$ cat src/sv/grp_pkg.sv
// ----------------------------------------------------------------------------
// grp_pkg
// Types and constants shared by the gyro rate PI axis block: transaction
// payloads, configuration set, serial unit handshakes and controller states.
// ----------------------------------------------------------------------------
`default_nettype none

package grp_pkg;

   // serial multiplier: multiplicand, multiplier and product widths
   localparam int MUL_A_W   = 33;
   localparam int MUL_B_W   = 16;
   localparam int MUL_P_W   = MUL_A_W + MUL_B_W;
   localparam int MUL_CNT_W = $clog2(MUL_B_W);

   // serial divider: dividend and divisor widths
   localparam int DIV_N_W   = 33;
   localparam int DIV_D_W   = 16;
   localparam int DIV_CNT_W = $clog2(DIV_N_W);

   // fixed-point constants of the loop
   localparam logic [MUL_B_W-1:0] PERIOD_RECIP = 16'd18793;  // round(2^26 / 3571)
   localparam int PERIOD_FRAC = 26;
   localparam int I_SHIFT     = 5;
   localparam int TRIM_SHIFT  = 6;
   localparam int OUT_SHIFT   = 6;

   localparam int CSR_DATA_W  = 24;

   localparam logic KIND_SAMPLE  = 1'b0;
   localparam logic KIND_COMPUTE = 1'b1;

   typedef enum logic [2:0] {
      CSR_STICK_RATE      = 3'd0,
      CSR_FILTER_DIVISOR  = 3'd1,
      CSR_PROP_GAIN       = 3'd2,
      CSR_INTEG_GAIN      = 3'd3,
      CSR_ACCUM_LIMIT     = 3'd4,
      CSR_INTEG_OUT_LIMIT = 3'd5,
      CSR_TRIM_OFFSET     = 3'd6
   } grp_csr_type;

   typedef struct packed {
      logic               kind;
      logic signed [15:0] gyro_sample;
      logic signed [15:0] stick_value;
      logic [15:0]        loop_period;
   } grp_req_type;

   typedef struct packed {
      logic signed [15:0] drive_value;
      logic               integ_limited;
   } grp_rsp_type;

   typedef struct packed {
      logic [2:0]        stick_rate;
      logic [7:0]        filter_divisor;
      logic signed [7:0] prop_gain;
      logic signed [7:0] integ_gain;
      logic [23:0]       accum_limit;
      logic [19:0]       integ_out_limit;
      logic signed [7:0] trim_offset;
   } grp_cfg_type;

   typedef struct packed {
      logic               start;
      logic [MUL_A_W-1:0] mcand;
      logic [MUL_B_W-1:0] mplier;
   } grp_mul_req_type;

   typedef struct packed {
      logic               done;
      logic [MUL_P_W-1:0] product;
   } grp_mul_rsp_type;

   typedef struct packed {
      logic               start;
      logic [DIV_N_W-1:0] dividend;
      logic [DIV_D_W-1:0] divisor;
   } grp_div_req_type;

   typedef struct packed {
      logic               done;
      logic [DIV_N_W-1:0] quotient;
   } grp_div_rsp_type;

   typedef enum logic [4:0] {
      S_IDLE,
      S_F_MUL,
      S_F_MULW,
      S_F_ADD,
      S_F_DIV,
      S_F_DIVW,
      S_R_MUL1,
      S_R_MUL1W,
      S_R_MUL2,
      S_R_MUL2W,
      S_INTEG,
      S_A_DIV,
      S_A_DIVW,
      S_P_MUL,
      S_P_MULW,
      S_P_SUM,
      S_I_MUL,
      S_I_MULW,
      S_I_CLAMP,
      S_TOTAL
   } grp_state_type;

endpackage

`default_nettype wire

$ cat src/sv/grp_serial_mul.sv
// ----------------------------------------------------------------------------
// grp_serial_mul
// Unsigned shift-add multiplier, one multiplier bit per cycle, LSB first.
// The adder is only as wide as the multiplicand.
// ----------------------------------------------------------------------------
`default_nettype none

module grp_serial_mul (
   input  logic                     clock,
   input  logic                     reset,
   input  grp_pkg::grp_mul_req_type mul_req,
   output grp_pkg::grp_mul_rsp_type mul_rsp
);
   import grp_pkg::*;

   logic [MUL_A_W-1:0]   mcand_ff, mcand_in;
   logic [MUL_P_W-1:0]   acc_ff, acc_in;
   logic [MUL_CNT_W-1:0] cnt_ff, cnt_in;
   logic                 busy_ff, busy_in;
   logic                 done_ff, done_in;
   logic [MUL_A_W:0]     part_sum;
   logic                 last;

   assign last     = (cnt_ff == MUL_CNT_W'(MUL_B_W - 1));
   assign part_sum = {1'b0, acc_ff[MUL_P_W-1:MUL_B_W]}
                   + (acc_ff[0] ? {1'b0, mcand_ff} : {(MUL_A_W+1){1'b0}});

   always_comb begin
      busy_in  = busy_ff;
      cnt_in   = cnt_ff;
      mcand_in = mcand_ff;
      acc_in   = acc_ff;
      done_in  = busy_ff & last;
      if (mul_req.start) begin
         busy_in  = 1'b1;
         cnt_in   = '0;
         mcand_in = mul_req.mcand;
         acc_in   = {{MUL_A_W{1'b0}}, mul_req.mplier};
      end else if (busy_ff) begin
         cnt_in = cnt_ff + 1'b1;
         acc_in = {part_sum, acc_ff[MUL_B_W-1:1]};
         if (last) begin
            busy_in = 1'b0;
         end
      end
   end

   always_ff @(posedge clock) begin
      if (reset) begin
         busy_ff <= 1'b0;
         done_ff <= 1'b0;
         cnt_ff  <= '0;
      end else begin
         busy_ff <= busy_in;
         done_ff <= done_in;
         cnt_ff  <= cnt_in;
      end
   end

   always_ff @(posedge clock) begin
      mcand_ff <= mcand_in;
      acc_ff   <= acc_in;
   end

   assign mul_rsp.done    = done_ff;
   assign mul_rsp.product = acc_ff;

endmodule

`default_nettype wire

$ cat src/sv/grp_serial_div.sv
// ----------------------------------------------------------------------------
// grp_serial_div
// Unsigned restoring divider, one quotient bit per cycle, MSB first.
// Shared by the gyro filter and the sample average.
// ----------------------------------------------------------------------------
`default_nettype none

module grp_serial_div (
   input  logic                     clock,
   input  logic                     reset,
   input  grp_pkg::grp_div_req_type div_req,
   output grp_pkg::grp_div_rsp_type div_rsp
);
   import grp_pkg::*;

   logic [DIV_D_W-1:0]   rem_ff, rem_in;
   logic [DIV_N_W-1:0]   quo_ff, quo_in;
   logic [DIV_D_W-1:0]   dsor_ff, dsor_in;
   logic [DIV_CNT_W-1:0] cnt_ff, cnt_in;
   logic                 busy_ff, busy_in;
   logic                 done_ff, done_in;
   logic [DIV_D_W:0]     shifted;
   logic [DIV_D_W+1:0]   diff;
   logic                 fits;
   logic                 last;

   assign last    = (cnt_ff == DIV_CNT_W'(DIV_N_W - 1));
   assign shifted = {rem_ff, quo_ff[DIV_N_W-1]};
   assign diff    = {1'b0, shifted} - {2'b00, dsor_ff};
   assign fits    = ~diff[DIV_D_W+1];

   always_comb begin
      busy_in = busy_ff;
      cnt_in  = cnt_ff;
      rem_in  = rem_ff;
      quo_in  = quo_ff;
      dsor_in = dsor_ff;
      done_in = busy_ff & last;
      if (div_req.start) begin
         busy_in = 1'b1;
         cnt_in  = '0;
         rem_in  = '0;
         quo_in  = div_req.dividend;
         dsor_in = div_req.divisor;
      end else if (busy_ff) begin
         cnt_in = cnt_ff + 1'b1;
         rem_in = fits ? diff[DIV_D_W-1:0] : shifted[DIV_D_W-1:0];
         quo_in = {quo_ff[DIV_N_W-2:0], fits};
         if (last) begin
            busy_in = 1'b0;
         end
      end
   end

   always_ff @(posedge clock) begin
      if (reset) begin
         busy_ff <= 1'b0;
         done_ff <= 1'b0;
         cnt_ff  <= '0;
      end else begin
         busy_ff <= busy_in;
         done_ff <= done_in;
         cnt_ff  <= cnt_in;
      end
   end

   always_ff @(posedge clock) begin
      rem_ff  <= rem_in;
      quo_ff  <= quo_in;
      dsor_ff <= dsor_in;
   end

   assign div_rsp.done     = done_ff;
   assign div_rsp.quotient = quo_ff;

endmodule

`default_nettype wire

$ cat src/sv/grp_ctrl.sv
// ----------------------------------------------------------------------------
// grp_ctrl
// Sequencer and loop state of the rate PI axis: filter, period scaling,
// integrator, gyro averaging and output sum, driving the serial multiplier
// and divider in turn.
// ----------------------------------------------------------------------------
`default_nettype none

module grp_ctrl (
   input  logic                 clock,
   input  logic                 reset,
   input  grp_pkg::grp_cfg_type cfg,
   input  logic                 req_take,
   input  grp_pkg::grp_req_type req_item,
   input  logic                 res_free,
   output logic                 busy,
   output logic                 res_load,
   output grp_pkg::grp_rsp_type res_item
);
   import grp_pkg::*;

   grp_state_type   state_ff, state_in;
   grp_mul_req_type mul_req;
   grp_mul_rsp_type mul_rsp;
   grp_div_req_type div_req;
   grp_div_rsp_type div_rsp;

   logic signed [15:0] gyro_ff, gyro_in;
   logic signed [16:0] stick_ff, stick_in;
   logic [15:0]        period_ff, period_in;
   logic signed [23:0] smooth_ff, smooth_in;
   logic signed [24:0] integ_ff, integ_in;
   logic signed [31:0] sum_ff, sum_in;
   logic [15:0]        count_ff, count_in;
   logic               sign_ff, sign_in;
   logic [32:0]        work_ff, work_in;
   logic signed [26:0] pterm_ff, pterm_in;
   logic signed [20:0] iterm_ff, iterm_in;
   logic               hit_ff, hit_in;

   // stick scaling
   logic signed [16:0] stick_ext;
   logic signed [16:0] stick_asr;
   logic [2:0]         stick_sh;
   logic signed [16:0] stick_scaled;
   logic               filter_on;

   // filter combine
   logic signed [32:0] fprod;
   logic signed [32:0] fsum;
   logic [32:0]        fsum_mag;
   logic [23:0]        fquo;

   // gyro integer and rate error
   logic signed [23:0] smooth_bias;
   logic signed [15:0] gyro_int;
   logic signed [17:0] rate_err;
   logic [17:0]        rate_neg;
   logic [23:0]        smooth_mag;

   // integrator update
   logic [21:0]        x_mag;
   logic signed [25:0] x_val;
   logic signed [25:0] integ_sum;
   logic signed [25:0] alim_pos;
   logic signed [25:0] alim_neg;
   logic signed [25:0] integ_clamped;

   // compute path
   logic [31:0]        sum_mag;
   logic [7:0]         pgain_mag;
   logic [7:0]         igain_mag;
   logic [24:0]        integ_mag;
   logic signed [24:0] pprod;
   logic signed [24:0] trim_val;
   logic signed [24:0] pval;
   logic signed [26:0] pval_ext;
   logic signed [32:0] iprod;
   logic signed [27:0] iprod_sh;
   logic signed [27:0] ilim_pos;
   logic signed [27:0] ilim_neg;
   logic signed [27:0] total;
   logic signed [27:0] total_sh;
   logic signed [15:0] drive;

   grp_serial_mul u_mul (
      .clock   (clock),
      .reset   (reset),
      .mul_req (mul_req),
      .mul_rsp (mul_rsp)
   );

   grp_serial_div u_div (
      .clock   (clock),
      .reset   (reset),
      .div_req (div_req),
      .div_rsp (div_rsp)
   );

   // ---------------- arithmetic ----------------
   assign stick_ext    = {req_item.stick_value[15], req_item.stick_value};
   assign stick_sh     = 3'd6 - cfg.stick_rate;
   assign stick_asr    = stick_ext >>> stick_sh;
   assign stick_scaled = (cfg.stick_rate == 3'd7) ? {req_item.stick_value, 1'b0} : stick_asr;
   assign filter_on    = (cfg.filter_divisor > 8'd1);

   assign fprod    = sign_ff ? -{1'b0, mul_rsp.product[31:0]} : {1'b0, mul_rsp.product[31:0]};
   assign fsum     = fprod + {{9{gyro_ff[15]}}, gyro_ff, 8'h00};
   assign fsum_mag = fsum[32] ? -fsum : fsum;
   assign fquo     = div_rsp.quotient[23:0];

   // truncate toward zero: bias negative values before the shift
   assign smooth_bias = smooth_ff + (smooth_ff[23] ? 24'sd255 : 24'sd0);
   assign gyro_int    = smooth_bias[23:8];
   assign rate_err    = {{2{gyro_int[15]}}, gyro_int} + {stick_ff[16], stick_ff};
   assign rate_neg    = -rate_err;
   assign smooth_mag  = smooth_ff[23] ? -smooth_ff : smooth_ff;

   assign x_mag         = mul_rsp.product[PERIOD_FRAC+21:PERIOD_FRAC];
   assign x_val         = sign_ff ? -{4'b0000, x_mag} : {4'b0000, x_mag};
   assign integ_sum     = {integ_ff[24], integ_ff} + x_val;
   assign alim_pos      = {2'b00, cfg.accum_limit};
   assign alim_neg      = -alim_pos;
   assign integ_clamped = (integ_sum > alim_pos) ? alim_pos :
                          (integ_sum < alim_neg) ? alim_neg : integ_sum;

   assign sum_mag   = sum_ff[31] ? -sum_ff : sum_ff;
   assign pgain_mag = cfg.prop_gain[7] ? -cfg.prop_gain : cfg.prop_gain;
   assign igain_mag = cfg.integ_gain[7] ? -cfg.integ_gain : cfg.integ_gain;
   assign integ_mag = integ_ff[24] ? -integ_ff : integ_ff;

   assign pprod    = sign_ff ? -{2'b00, mul_rsp.product[22:0]} : {2'b00, mul_rsp.product[22:0]};
   assign trim_val = {{(25-8-TRIM_SHIFT){cfg.trim_offset[7]}}, cfg.trim_offset,
                      {TRIM_SHIFT{1'b0}}};
   assign pval     = pprod + trim_val;
   assign pval_ext = {{2{pval[24]}}, pval};

   assign iprod    = sign_ff ? -{2'b00, mul_rsp.product[30:0]} : {2'b00, mul_rsp.product[30:0]};
   assign iprod_sh = iprod[32:I_SHIFT];
   assign ilim_pos = {8'h00, cfg.integ_out_limit};
   assign ilim_neg = -ilim_pos;

   assign total    = {pterm_ff[26], pterm_ff} + {{7{iterm_ff[20]}}, iterm_ff};
   assign total_sh = total >>> OUT_SHIFT;
   assign drive    = (total_sh > 28'sd32767)  ? 16'sh7fff :
                     (total_sh < -28'sd32768) ? 16'sh8000 : total_sh[15:0];

   // ---------------- next state ----------------
   always_comb begin
      state_in = state_ff;
      case (state_ff)
         S_IDLE: begin
            if (req_take) begin
               if (req_item.kind == KIND_COMPUTE) begin
                  state_in = (count_ff == 16'd0) ? S_P_MUL : S_A_DIV;
               end else begin
                  state_in = filter_on ? S_F_MUL : S_R_MUL1;
               end
            end
         end
         S_F_MUL:   state_in = S_F_MULW;
         S_F_MULW:  if (mul_rsp.done) state_in = S_F_ADD;
         S_F_ADD:   state_in = S_F_DIV;
         S_F_DIV:   state_in = S_F_DIVW;
         S_F_DIVW:  if (div_rsp.done) state_in = S_R_MUL1;
         S_R_MUL1:  state_in = S_R_MUL1W;
         S_R_MUL1W: if (mul_rsp.done) state_in = S_R_MUL2;
         S_R_MUL2:  state_in = S_R_MUL2W;
         S_R_MUL2W: if (mul_rsp.done) state_in = S_INTEG;
         S_INTEG:   state_in = S_IDLE;
         S_A_DIV:   state_in = S_A_DIVW;
         S_A_DIVW:  if (div_rsp.done) state_in = S_P_MUL;
         S_P_MUL:   state_in = S_P_MULW;
         S_P_MULW:  if (mul_rsp.done) state_in = S_P_SUM;
         S_P_SUM:   state_in = S_I_MUL;
         S_I_MUL:   state_in = S_I_MULW;
         S_I_MULW:  if (mul_rsp.done) state_in = S_I_CLAMP;
         S_I_CLAMP: state_in = S_TOTAL;
         S_TOTAL:   if (res_free) state_in = S_IDLE;
         default:   state_in = S_IDLE;
      endcase
   end

   // ---------------- unit launches and result ----------------
   always_comb begin
      mul_req  = '0;
      div_req  = '0;
      res_load = 1'b0;
      case (state_ff)
         S_F_MUL: begin
            mul_req.start  = 1'b1;
            mul_req.mcand  = {9'd0, smooth_mag};
            mul_req.mplier = {8'd0, cfg.filter_divisor - 8'd1};
         end
         S_F_DIV: begin
            div_req.start    = 1'b1;
            div_req.dividend = work_ff;
            div_req.divisor  = {8'd0, cfg.filter_divisor};
         end
         S_R_MUL1: begin
            mul_req.start  = 1'b1;
            mul_req.mcand  = {16'd0, rate_err[17] ? rate_neg[16:0] : rate_err[16:0]};
            mul_req.mplier = period_ff;
         end
         S_R_MUL2: begin
            mul_req.start  = 1'b1;
            mul_req.mcand  = mul_rsp.product[MUL_A_W-1:0];
            mul_req.mplier = PERIOD_RECIP;
         end
         S_A_DIV: begin
            div_req.start    = 1'b1;
            div_req.dividend = {1'b0, sum_mag};
            div_req.divisor  = count_ff;
         end
         S_P_MUL: begin
            mul_req.start  = 1'b1;
            mul_req.mcand  = work_ff;
            mul_req.mplier = {8'd0, pgain_mag};
         end
         S_I_MUL: begin
            mul_req.start  = 1'b1;
            mul_req.mcand  = {9'd0, integ_mag[23:0]};
            mul_req.mplier = {8'd0, igain_mag};
         end
         S_TOTAL: begin
            res_load = res_free;
         end
         default: begin
         end
      endcase
   end

   assign busy                   = (state_ff != S_IDLE);
   assign res_item.drive_value   = drive;
   assign res_item.integ_limited = hit_ff;

   // ---------------- datapath registers ----------------
   always_comb begin
      gyro_in   = gyro_ff;
      stick_in  = stick_ff;
      period_in = period_ff;
      smooth_in = smooth_ff;
      integ_in  = integ_ff;
      sum_in    = sum_ff;
      count_in  = count_ff;
      sign_in   = sign_ff;
      work_in   = work_ff;
      pterm_in  = pterm_ff;
      iterm_in  = iterm_ff;
      hit_in    = hit_ff;
      case (state_ff)
         S_IDLE: begin
            if (req_take) begin
               gyro_in   = req_item.gyro_sample;
               stick_in  = stick_scaled;
               period_in = req_item.loop_period;
               if (req_item.kind == KIND_SAMPLE && !filter_on) begin
                  smooth_in = {req_item.gyro_sample, 8'h00};
               end
               // no samples: the average is zero
               work_in = '0;
               sign_in = 1'b0;
            end
         end
         S_F_MUL: sign_in = smooth_ff[23];
         S_F_ADD: begin
            work_in = fsum_mag;
            sign_in = fsum[32];
         end
         S_F_DIVW: begin
            if (div_rsp.done) begin
               smooth_in = sign_ff ? -fquo : fquo;
            end
         end
         S_R_MUL1: sign_in = rate_err[17];
         S_INTEG: begin
            integ_in = integ_clamped[24:0];
            if (count_ff != 16'hffff) begin
               sum_in   = sum_ff + {{16{gyro_int[15]}}, gyro_int};
               count_in = count_ff + 16'd1;
            end
         end
         S_A_DIV: begin
            sign_in  = sum_ff[31];
            sum_in   = '0;
            count_in = '0;
         end
         S_A_DIVW: begin
            if (div_rsp.done) begin
               work_in = div_rsp.quotient;
            end
         end
         S_P_MUL: sign_in = sign_ff ^ cfg.prop_gain[7];
         S_P_SUM: pterm_in = pval_ext + (pval_ext <<< 1);
         S_I_MUL: sign_in = integ_ff[24] ^ cfg.integ_gain[7];
         S_I_CLAMP: begin
            if (iprod_sh > ilim_pos) begin
               iterm_in = ilim_pos[20:0];
               hit_in   = 1'b1;
            end else if (iprod_sh < ilim_neg) begin
               iterm_in = ilim_neg[20:0];
               hit_in   = 1'b1;
            end else begin
               iterm_in = iprod_sh[20:0];
               hit_in   = 1'b0;
            end
         end
         default: begin
         end
      endcase
   end

   always_ff @(posedge clock) begin
      if (reset) begin
         state_ff  <= S_IDLE;
         smooth_ff <= '0;
         integ_ff  <= '0;
         sum_ff    <= '0;
         count_ff  <= '0;
      end else begin
         state_ff  <= state_in;
         smooth_ff <= smooth_in;
         integ_ff  <= integ_in;
         sum_ff    <= sum_in;
         count_ff  <= count_in;
      end
   end

   always_ff @(posedge clock) begin
      gyro_ff   <= gyro_in;
      stick_ff  <= stick_in;
      period_ff <= period_in;
      sign_ff   <= sign_in;
      work_ff   <= work_in;
      pterm_ff  <= pterm_in;
      iterm_ff  <= iterm_in;
      hit_ff    <= hit_in;
   end

endmodule

`default_nettype wire

$ cat src/sv/gyro_rate_pi_axis.sv
// ----------------------------------------------------------------------------
// gyro_rate_pi_axis
// One axis and profile of a gyro rate PI loop with integrator clamp,
// built around a bit-serial multiplier and a bit-serial divider.
// ----------------------------------------------------------------------------
//  channel  signals                        moves
//  req      req_valid req_stall req_data   sample or compute transaction
//  rsp      rsp_valid rsp_stall rsp_data   drive value and clamp flag
//  csr      csr_valid csr_ready csr_index  register write, index and data
//           csr_wdata
//
//  A transaction is taken only while the sequencer is idle; the serial
//  multiplier and divider set the time. A sample runs a filter multiply
//  and divide when the filter is on, then two multiplies; a compute runs
//  an average divide when samples were summed, then two multiplies.
//  Reset clears the configuration to its defaults and the loop state to zero.
//  A result waiting in the output register behind rsp_stall does not hold
//  off the next request; a second compute waits for the register to free.
// ----------------------------------------------------------------------------
`default_nettype none

module gyro_rate_pi_axis (
   input  logic                          clock,
   input  logic                          reset,
   input  logic                          req_valid,
   output logic                          req_stall,
   input  grp_pkg::grp_req_type          req_data,
   output logic                          rsp_valid,
   input  logic                          rsp_stall,
   output grp_pkg::grp_rsp_type          rsp_data,
   input  logic                          csr_valid,
   output logic                          csr_ready,
   input  logic [2:0]                    csr_index,
   input  logic [grp_pkg::CSR_DATA_W-1:0] csr_wdata
);
   import grp_pkg::*;

   grp_cfg_type cfg_ff, cfg_in;
   logic        rsp_valid_ff, rsp_valid_in;
   grp_rsp_type rsp_data_ff, rsp_data_in;
   logic        busy;
   logic        req_take;
   logic        res_free;
   logic        res_load;
   grp_rsp_type res_item;

   assign csr_ready = 1'b1;
   assign req_stall = busy;
   assign req_take  = req_valid & ~busy;
   assign res_free  = ~rsp_valid_ff | ~rsp_stall;

   always_comb begin
      cfg_in = cfg_ff;
      if (csr_valid) begin
         case (csr_index)
            CSR_STICK_RATE:      cfg_in.stick_rate      = csr_wdata[2:0];
            CSR_FILTER_DIVISOR:  cfg_in.filter_divisor  = csr_wdata[7:0];
            CSR_PROP_GAIN:       cfg_in.prop_gain       = csr_wdata[7:0];
            CSR_INTEG_GAIN:      cfg_in.integ_gain      = csr_wdata[7:0];
            CSR_ACCUM_LIMIT:     cfg_in.accum_limit     = csr_wdata[23:0];
            CSR_INTEG_OUT_LIMIT: cfg_in.integ_out_limit = csr_wdata[19:0];
            CSR_TRIM_OFFSET:     cfg_in.trim_offset     = csr_wdata[7:0];
            default: begin
            end
         endcase
      end
   end

   always_comb begin
      rsp_valid_in = rsp_valid_ff & rsp_stall;
      rsp_data_in  = rsp_data_ff;
      if (res_load) begin
         rsp_valid_in = 1'b1;
         rsp_data_in  = res_item;
      end
   end

   always_ff @(posedge clock) begin
      if (reset) begin
         cfg_ff.stick_rate      <= 3'd4;
         cfg_ff.filter_divisor  <= 8'd1;
         cfg_ff.prop_gain       <= '0;
         cfg_ff.integ_gain      <= '0;
         cfg_ff.accum_limit     <= 24'hffffff;
         cfg_ff.integ_out_limit <= 20'hfffff;
         cfg_ff.trim_offset     <= '0;
         rsp_valid_ff           <= 1'b0;
      end else begin
         cfg_ff       <= cfg_in;
         rsp_valid_ff <= rsp_valid_in;
      end
   end

   always_ff @(posedge clock) begin
      rsp_data_ff <= rsp_data_in;
   end

   grp_ctrl u_ctrl (
      .clock    (clock),
      .reset    (reset),
      .cfg      (cfg_ff),
      .req_take (req_take),
      .req_item (req_data),
      .res_free (res_free),
      .busy     (busy),
      .res_load (res_load),
      .res_item (res_item)
   );

   assign rsp_valid = rsp_valid_ff;
   assign rsp_data  = rsp_data_ff;

endmodule

`default_nettype wire
$ cat config.mk
export PLATFORM = sky130hd
export DESIGN_NAME = gyro_rate_pi_axis
export DESIGN_NICKNAME = d
export VERILOG_FILES = /design/src/sv/grp_pkg.sv /design/src/sv/grp_serial_mul.sv /design/src/sv/grp_serial_div.sv /design/src/sv/grp_ctrl.sv /design/src/sv/gyro_rate_pi_axis.sv
export SDC_FILE = /design/constraint.sdc
export NUM_CORES = 2
export LEC_CHECK = 0
export BUFFER_PORTS_ARGS = -buffer_cell sky130_fd_sc_hd__clkbuf_2
export CAP_MARGIN = 15
export CELL_PAD_IN_SITES_DETAIL_PLACEMENT = 0
export CELL_PAD_IN_SITES_GLOBAL_PLACEMENT = 2
export CORE_ASPECT_RATIO = 1.2
export CORE_UTILIZATION = 25
export DETAILED_ROUTE_END_ITERATION = 7
export HOLD_SLACK_MARGIN = 0.15
export PLACE_DENSITY_LB_ADDON = 0.1
export SYNTH_ARGS = -nofsm -noshare
export SYNTH_HDL_FRONTEND = slang
export SYNTH_HIERARCHICAL = 1
export SYNTH_SLANG_ARGS = --single-unit
$ cat constraint.sdc
create_clock -name clock -period 5.9 [get_ports clock]
set_clock_uncertainty 0.15 [all_clocks]
set_input_delay 0 -clock clock [delete_from_list [all_inputs] [get_ports clock]]
set_output_delay 0 -clock clock [all_outputs]
set_load 0.005 [all_outputs]
Word-level counts from Yosys, hierarchy flattened
Cells that the tools add are included.
- bits in registers: 492
- input port bits: 81
- output and inout port bits: 20
- logic and storage cells: 215
- add/sub/neg operators: 29
- $lt $le $gt $ge: 7
- equality and inequality tests: 40
- shift operators: 1
- muxes and demuxes: 62
- bitwise operators: 12
- reductions and logical operators: 27
- operator list (cell ; number):
    two-way mux 33 bit ; 8
    case mux 50 bit (5 select lines) ; 1
    two-way mux 24 bit ; 6
    case mux 50 bit (2 select lines) ; 1
    case mux 33 bit (3 select lines) ; 1
    case mux 5 bit (19 select lines) ; 1
    two-way mux 16 bit ; 5
    two-way mux 25 bit ; 3
    negation 24 bit ; 3
    two-way mux 32 bit ; 2
    case mux 32 bit (2 select lines) ; 1
    two-way mux 5 bit ; 10
    case mux 24 bit (2 select lines) ; 1
    == test 5 x 4 -> 1 bit (second input constant) ; 8
    adder 33 x 33 -> 34 bit ; 1
    two-way mux 17 bit ; 2
    adder 33 bit ; 1
    negation 31 -> 33 bit ; 1
    negation 32 -> 33 bit ; 1
    negation 33 bit ; 1
    adder 32 bit ; 1
    negation 32 bit ; 1
    case mux 16 bit (2 select lines) ; 1
    adder 27 x 21 -> 28 bit ; 1
    62 further kinds ; 116

Longest topological paths before layout
- depth in word-level cells: 7
- mapped depth: 28
- gate-level depth less buffers: 27

Cells and area by module
Netlist, hierarchy kept.
- by module, submodules not included (module ; instances ; cells an instance ; area each (µm²) ; sequential area each (µm²)):
    grp_ctrl ; 1 ; 3499 ; 27502.6 ; 6005.8
    grp_serial_mul ; 1 ; 536 ; 5192.5 ; 2252.2
    grp_serial_div ; 1 ; 310 ; 3748.6 ; 1951.9
    gyro_rate_pi_axis ; 1 ; 324 ; 3653.5 ; 2112.0

Worst setup path after synthesis
Ideal clock, no wire load.
- kind: register to register
- from: register u_ctrl.u_mul.acc_ff[26]
- to: register u_ctrl.integ_ff[10]
- setup time: 0.139 ns
- data arrival time: 6.180 ns
- required time: 5.611 ns
- path slack: -0.569 ns
- stages on the path, launching flop included: 28
- path buffers: 1
- clock period less this slack: 6.469 ns
- path through: dfxtp_1 inv_1 ha_1 or3b_2 or3_1 or3_1 or3_1 or2_2 o41ai_1 xnor2_1 ha_1 and3_1 a221o_1 a21oi_1 o21ai_0 a21oi_1 o41ai_1 xnor2_2 inv_1 ha_1 nand4_1 nor3_1 o41ai_1 nand2_1 clkbuf_1 a21oi_1 a2111oi_0 a311oi_1
- longest elaborated chain between the ends: 6
- elaborated cells on any way between the ends: 7
- classes of those cells: add/sub (2); order compare (2); mux (3)
- RTL lines (item ; RTL line ; RTL):
    from (decl) ; grp_serial_mul.sv:17 ; logic [MUL_P_W-1:0] acc_ff, acc_in;
    from (signal assigned) ; grp_serial_mul.sv:62 ; acc_ff <= acc_in;
    negation 22 -> 26 bit ; grp_ctrl.sv:120 ; assign x_val = sign_ff ? -{4'b0000, x_mag} : {4'b0000, x_mag};
    two-way mux 26 bit * ; grp_ctrl.sv:120 ;
    adder 26 bit * ; grp_ctrl.sv:121 ; assign integ_sum = {integ_ff[24], integ_ff} + x_val;
    < comparator 26 bit ; grp_ctrl.sv:125 ; (integ_sum < alim_neg) ? alim_neg : integ_sum;
    two-way mux 25 bit ; grp_ctrl.sv:125 ;
    two-way mux 25 bit * ; grp_ctrl.sv:124 ; assign integ_clamped = (integ_sum > alim_pos) ? alim_pos :
    to (signal assigned) ; grp_ctrl.sv:323 ; integ_ff <= integ_in;
    to (decl) ; grp_ctrl.sv:32 ; logic signed [24:0] integ_ff, integ_in;
Every way passes the cells marked *; elsewhere a longest branch is shown, timed or not.
A chain may end at the register's enable or synchronous reset.

Worst setup path after layout
- from: register u_ctrl.u_mul.acc_ff[27]
- to: register u_ctrl.integ_ff[21]
The elaborated chain is that of the path after synthesis.

==> results.cfg <==
[detailed_routing]
drt_iter0_markers = 2297
wirelength_um = 179000
drc_errors = 0
ant_nets = 0
routed_via_density = 5.01
wl_per_cell_um = 23.6
firstDrtPassIters = 6
vias = 38100

[yosys]
synth_mux_area_share_pct = 5.55
yosys.area_share.simple_pct = 18.4
synth_ff_type = edfxtp_1
ys_seq_elements = 492
synth.avg_cell_area_um2 = 8.59
yosys_warnings = 6
yosysSeqAreaShare_pct = 30.7
synth_fa_ha_area_share_pct = 11.1
synth_edf_count = 247
syn-num-nets = 5100
postSynth.asyncResetShare_pct = 0
synth_compound_area_share_pct = 20.8
synth_top_family_by_area = compound AO/OA/AOI/OAI gates
syn_area_mm2 = 0.0401
synthXorXnorAreaFrac_pct = 9.36
synth_cells = 4669
synthDistinctLibCells = 114

[place]
dp_cells = 7255
pre_cts_slack_ns = -0.573
dp.final_hpwl_um = 143000
port_buffers = 99
gp_congestion = 0.887

[power]
vdd_drop_max_uv = 320
power.total_mw = 36.1
leakage_nw = 21.9
power_density_mw_per_mm2 = 687

[floorplan]
fp-row-count = 160
io_pins = 101
dieWidth_um = 368
start_util_pct = 25.3
dieHeight_um = 441
dieArea_mm2 = 0.162
core_area_mm2 = 0.159

[worst_setup_path]
crit_path_start_kind = register
reg2reg_setup_slack_ns = -0.28
worstPathRequired_ns = 6.33
crit_type = register to register
critPathMaxFanout = 6
end_kind = register
cp.arrival_ns = 6.61

[sta]
slew_headroom_pct = 19.5
period_share_pct = 105
fin_crit_ns = 6.18
setup_ws_ns = -0.281
finalSetupTns_ns = -5.42
rsz0062_at_grt = yes
fmax_mhz = 162
holdWs_ns = 0.206
worstMarginPinSlew_ns = 1.21
drv_slew = 0
hold_violations = 0
setup_viol = 24

[clocking]
cts_tree = done
cts_made_buffers = 70
clk_pin_slew_worst_paths_ns = 0.06
clockBufferDepth = 3
clock_sinks = 492
h-tree-depth = 3
clk_latency_ns = 0.67
cts-root-buf = clkbuf_16

[min_path]
hp-class = input port to register

[flow_run]
cap_violations = 0

[global_routing]
grt_usage_pct = 21.7
grt_max_degree = 112
grt_first_pass_wirelength_um = 261000
antenna_found_initial = 10
grt.overflow.total = 0
grt_pass1_vias = 38500

[status]
violations = negative setup slack
outcome = finished with violations

[finish]
instances_no_fill = 7613
layout-drive-gt1-share_pct = 20.9
nets = 5873
area_growth_pct = 31.1
-- synth_stat cells (63+ instances only) --
master	number	area share [%]
clkbuf_1	162	1.5
mux2_2	63	1.8
xnor2_1	253	5.5
ha_1	342	11
a21o_1	85	1.6
inv_1	196	1.8
nand2b_1	87	1.4
a21oi_1	298	3.7
nor2_1	389	3.6
edfxtp_1	247	18
o21ai_0	339	4.2
mux2i_1	138	3.4
nand3_1	107	1.3
nor3_1	87	1.1
nand2_1	427	4.0
xor2_1	172	3.8
dfxtp_1	245	12
o31ai_1	67	1.3
-- sequential cells by signal (all words and copies together), names as in the netlist, 6 cells and up --
signal and count:
cfg_ff 79, u_ctrl/u_mul/acc_ff 49, u_ctrl/u_div/quo_ff 33, u_ctrl/u_mul/mcand_ff 33, u_ctrl/work_ff 33, u_ctrl/sum_ff 32
u_ctrl/pterm_ff 27, u_ctrl/integ_ff 25, u_ctrl/smooth_ff 24, u_ctrl/iterm_ff 21, rsp_data 17, u_ctrl/stick_ff 17
u_ctrl/count_ff 16, u_ctrl/gyro_ff 16, u_ctrl/period_ff 16, u_ctrl/u_div/dsor_ff 16, u_ctrl/u_div/rem_ff 16, u_ctrl/u_div/cnt_ff 6
-- cell type report --
cell class                      count  area [µm²]
Antenna cell                        8        20.0
Clock buffer                      102        2040
Clock inverter                     27         283
Fill cell                       16800      106000
Inverter                          198         746
Multi-Input combinational cell   3769       27200
Sequential cell                   492       12300
Tap cell                         2106        2640
Timing Repair Buffer              911        7280
-- placed cells by master, fill, tap and decap left out, types with 33 or more instances in the layout --
| cell type | count |
|---|---|
| nor2_1 | 375 |
| a21oi_1 | 280 |
| o211ai_1 | 51 |
| o31ai_1 | 58 |
| buf_4 | 603 |
| nand2_1 | 413 |
| dfxtp_1 | 242 |
| or3_1 | 43 |
| mux2_2 | 63 |
| mux2i_1 | 138 |
| or4_1 | 36 |
| ha_1 | 337 |
| o21a_1 | 33 |
| inv_1 | 193 |
| and2_1 | 52 |
| clkbuf_2 | 98 |
| xnor2_1 | 242 |
| nand3_1 | 106 |
| o21ai_0 | 305 |
| clkbuf_16 | 75 |
| xor2_1 | 169 |
| nand2b_1 | 86 |
| a211oi_1 | 50 |
| dlygate4sd3_1 | 181 |
| nor3_1 | 78 |
| a21o_1 | 85 |
| edfxtp_1 | 247 |
| and3_1 | 42 |
| nand4_1 | 62 |
-- through the flow --
stage	util (%)	area [µm²]
2_1_floorplan	-	40200
3_3_place_gp	29.7	47100
3_5_place_dp	29.7	47100
4_1_cts	32.6	51700
5_1_grt	33.1	52500
6_report	33.1	52600
-- report_power, final --
| group | total [mW] | internal [mW] | switching [mW] |
|---|---|---|---|
| Combinational | 26.0 | 11.5 | 14.5 |
| Clock | 4.39 | 2.55 | 1.84 |
| Sequential | 5.68 | 4.88 | 0.794 |
| Total | 36.1 | 19.0 | 17.1 |
-- what timing repair did --
| item | 4_1_cts | 5_1_grt |
|---|---|---|
| setup endpoints to repair | 55 | 104 |
| setup buffers | 19 | 19 |
| resized for setup | 63 | 159 |
| hold buffers | 181 | 0 |
| pin swaps | 26 | 69 |
| gates cloned | 2 | 2 |
| hold endpoints to repair | 199 | 0 |
-- critical path, cell delays in order (launching register included) --
cell and delay (ns):
dfxtp_4 0.35, inv_4 0.06, ha_4 0.13, or3b_4 0.38, or3_4 0.34, or3_4 0.40
or3_4 0.34, or2_4 0.26, o41ai_4 0.21, xnor2_1 0.16, ha_1 0.28, buf_6 0.13
a221o_1 0.37, buf_4 0.15, a31o_4 0.20, a21oi_4 0.17, xnor2_2 0.12, ha_1 0.33
nand2_2 0.09, buf_4 0.15, nor2_4 0.09, nand2_2 0.06, a32oi_4 0.32, buf_12 0.16
o21ai_4 0.12, buf_6 0.16, o31a_1 0.27, o22ai_1 0.13
-- final timing paths --
kind                           start                  end  depth (start not counted)
max          u_ctrl/u_mul/acc_ff[27]  u_ctrl/integ_ff[21]                         27
min                     req_data[18]   u_ctrl/stick_ff[3]                          4
max reg2reg  u_ctrl/u_mul/acc_ff[27]  u_ctrl/integ_ff[21]                         27
min reg2reg            u_ctrl/hit_ff          rsp_data[0]                          0
-- cell families after synthesis --
group / after synthesis
buffers and inverters: 411
adders and majority gates: 350
AOI/OAI and AO/OA: 1274
and+or+nand+nor: 1507
other: 1
xor gates and xnor gates: 427
muxes: 207
DFF: 492
-- metal layers --
metal	part of all wire, %	GRT usage, %
met1	44	26.7
met2	49	38.3
met3	2.6	1.82
met4	4.4	9.68
met5	0.0073	0
(Power assumes the default switching activity.)
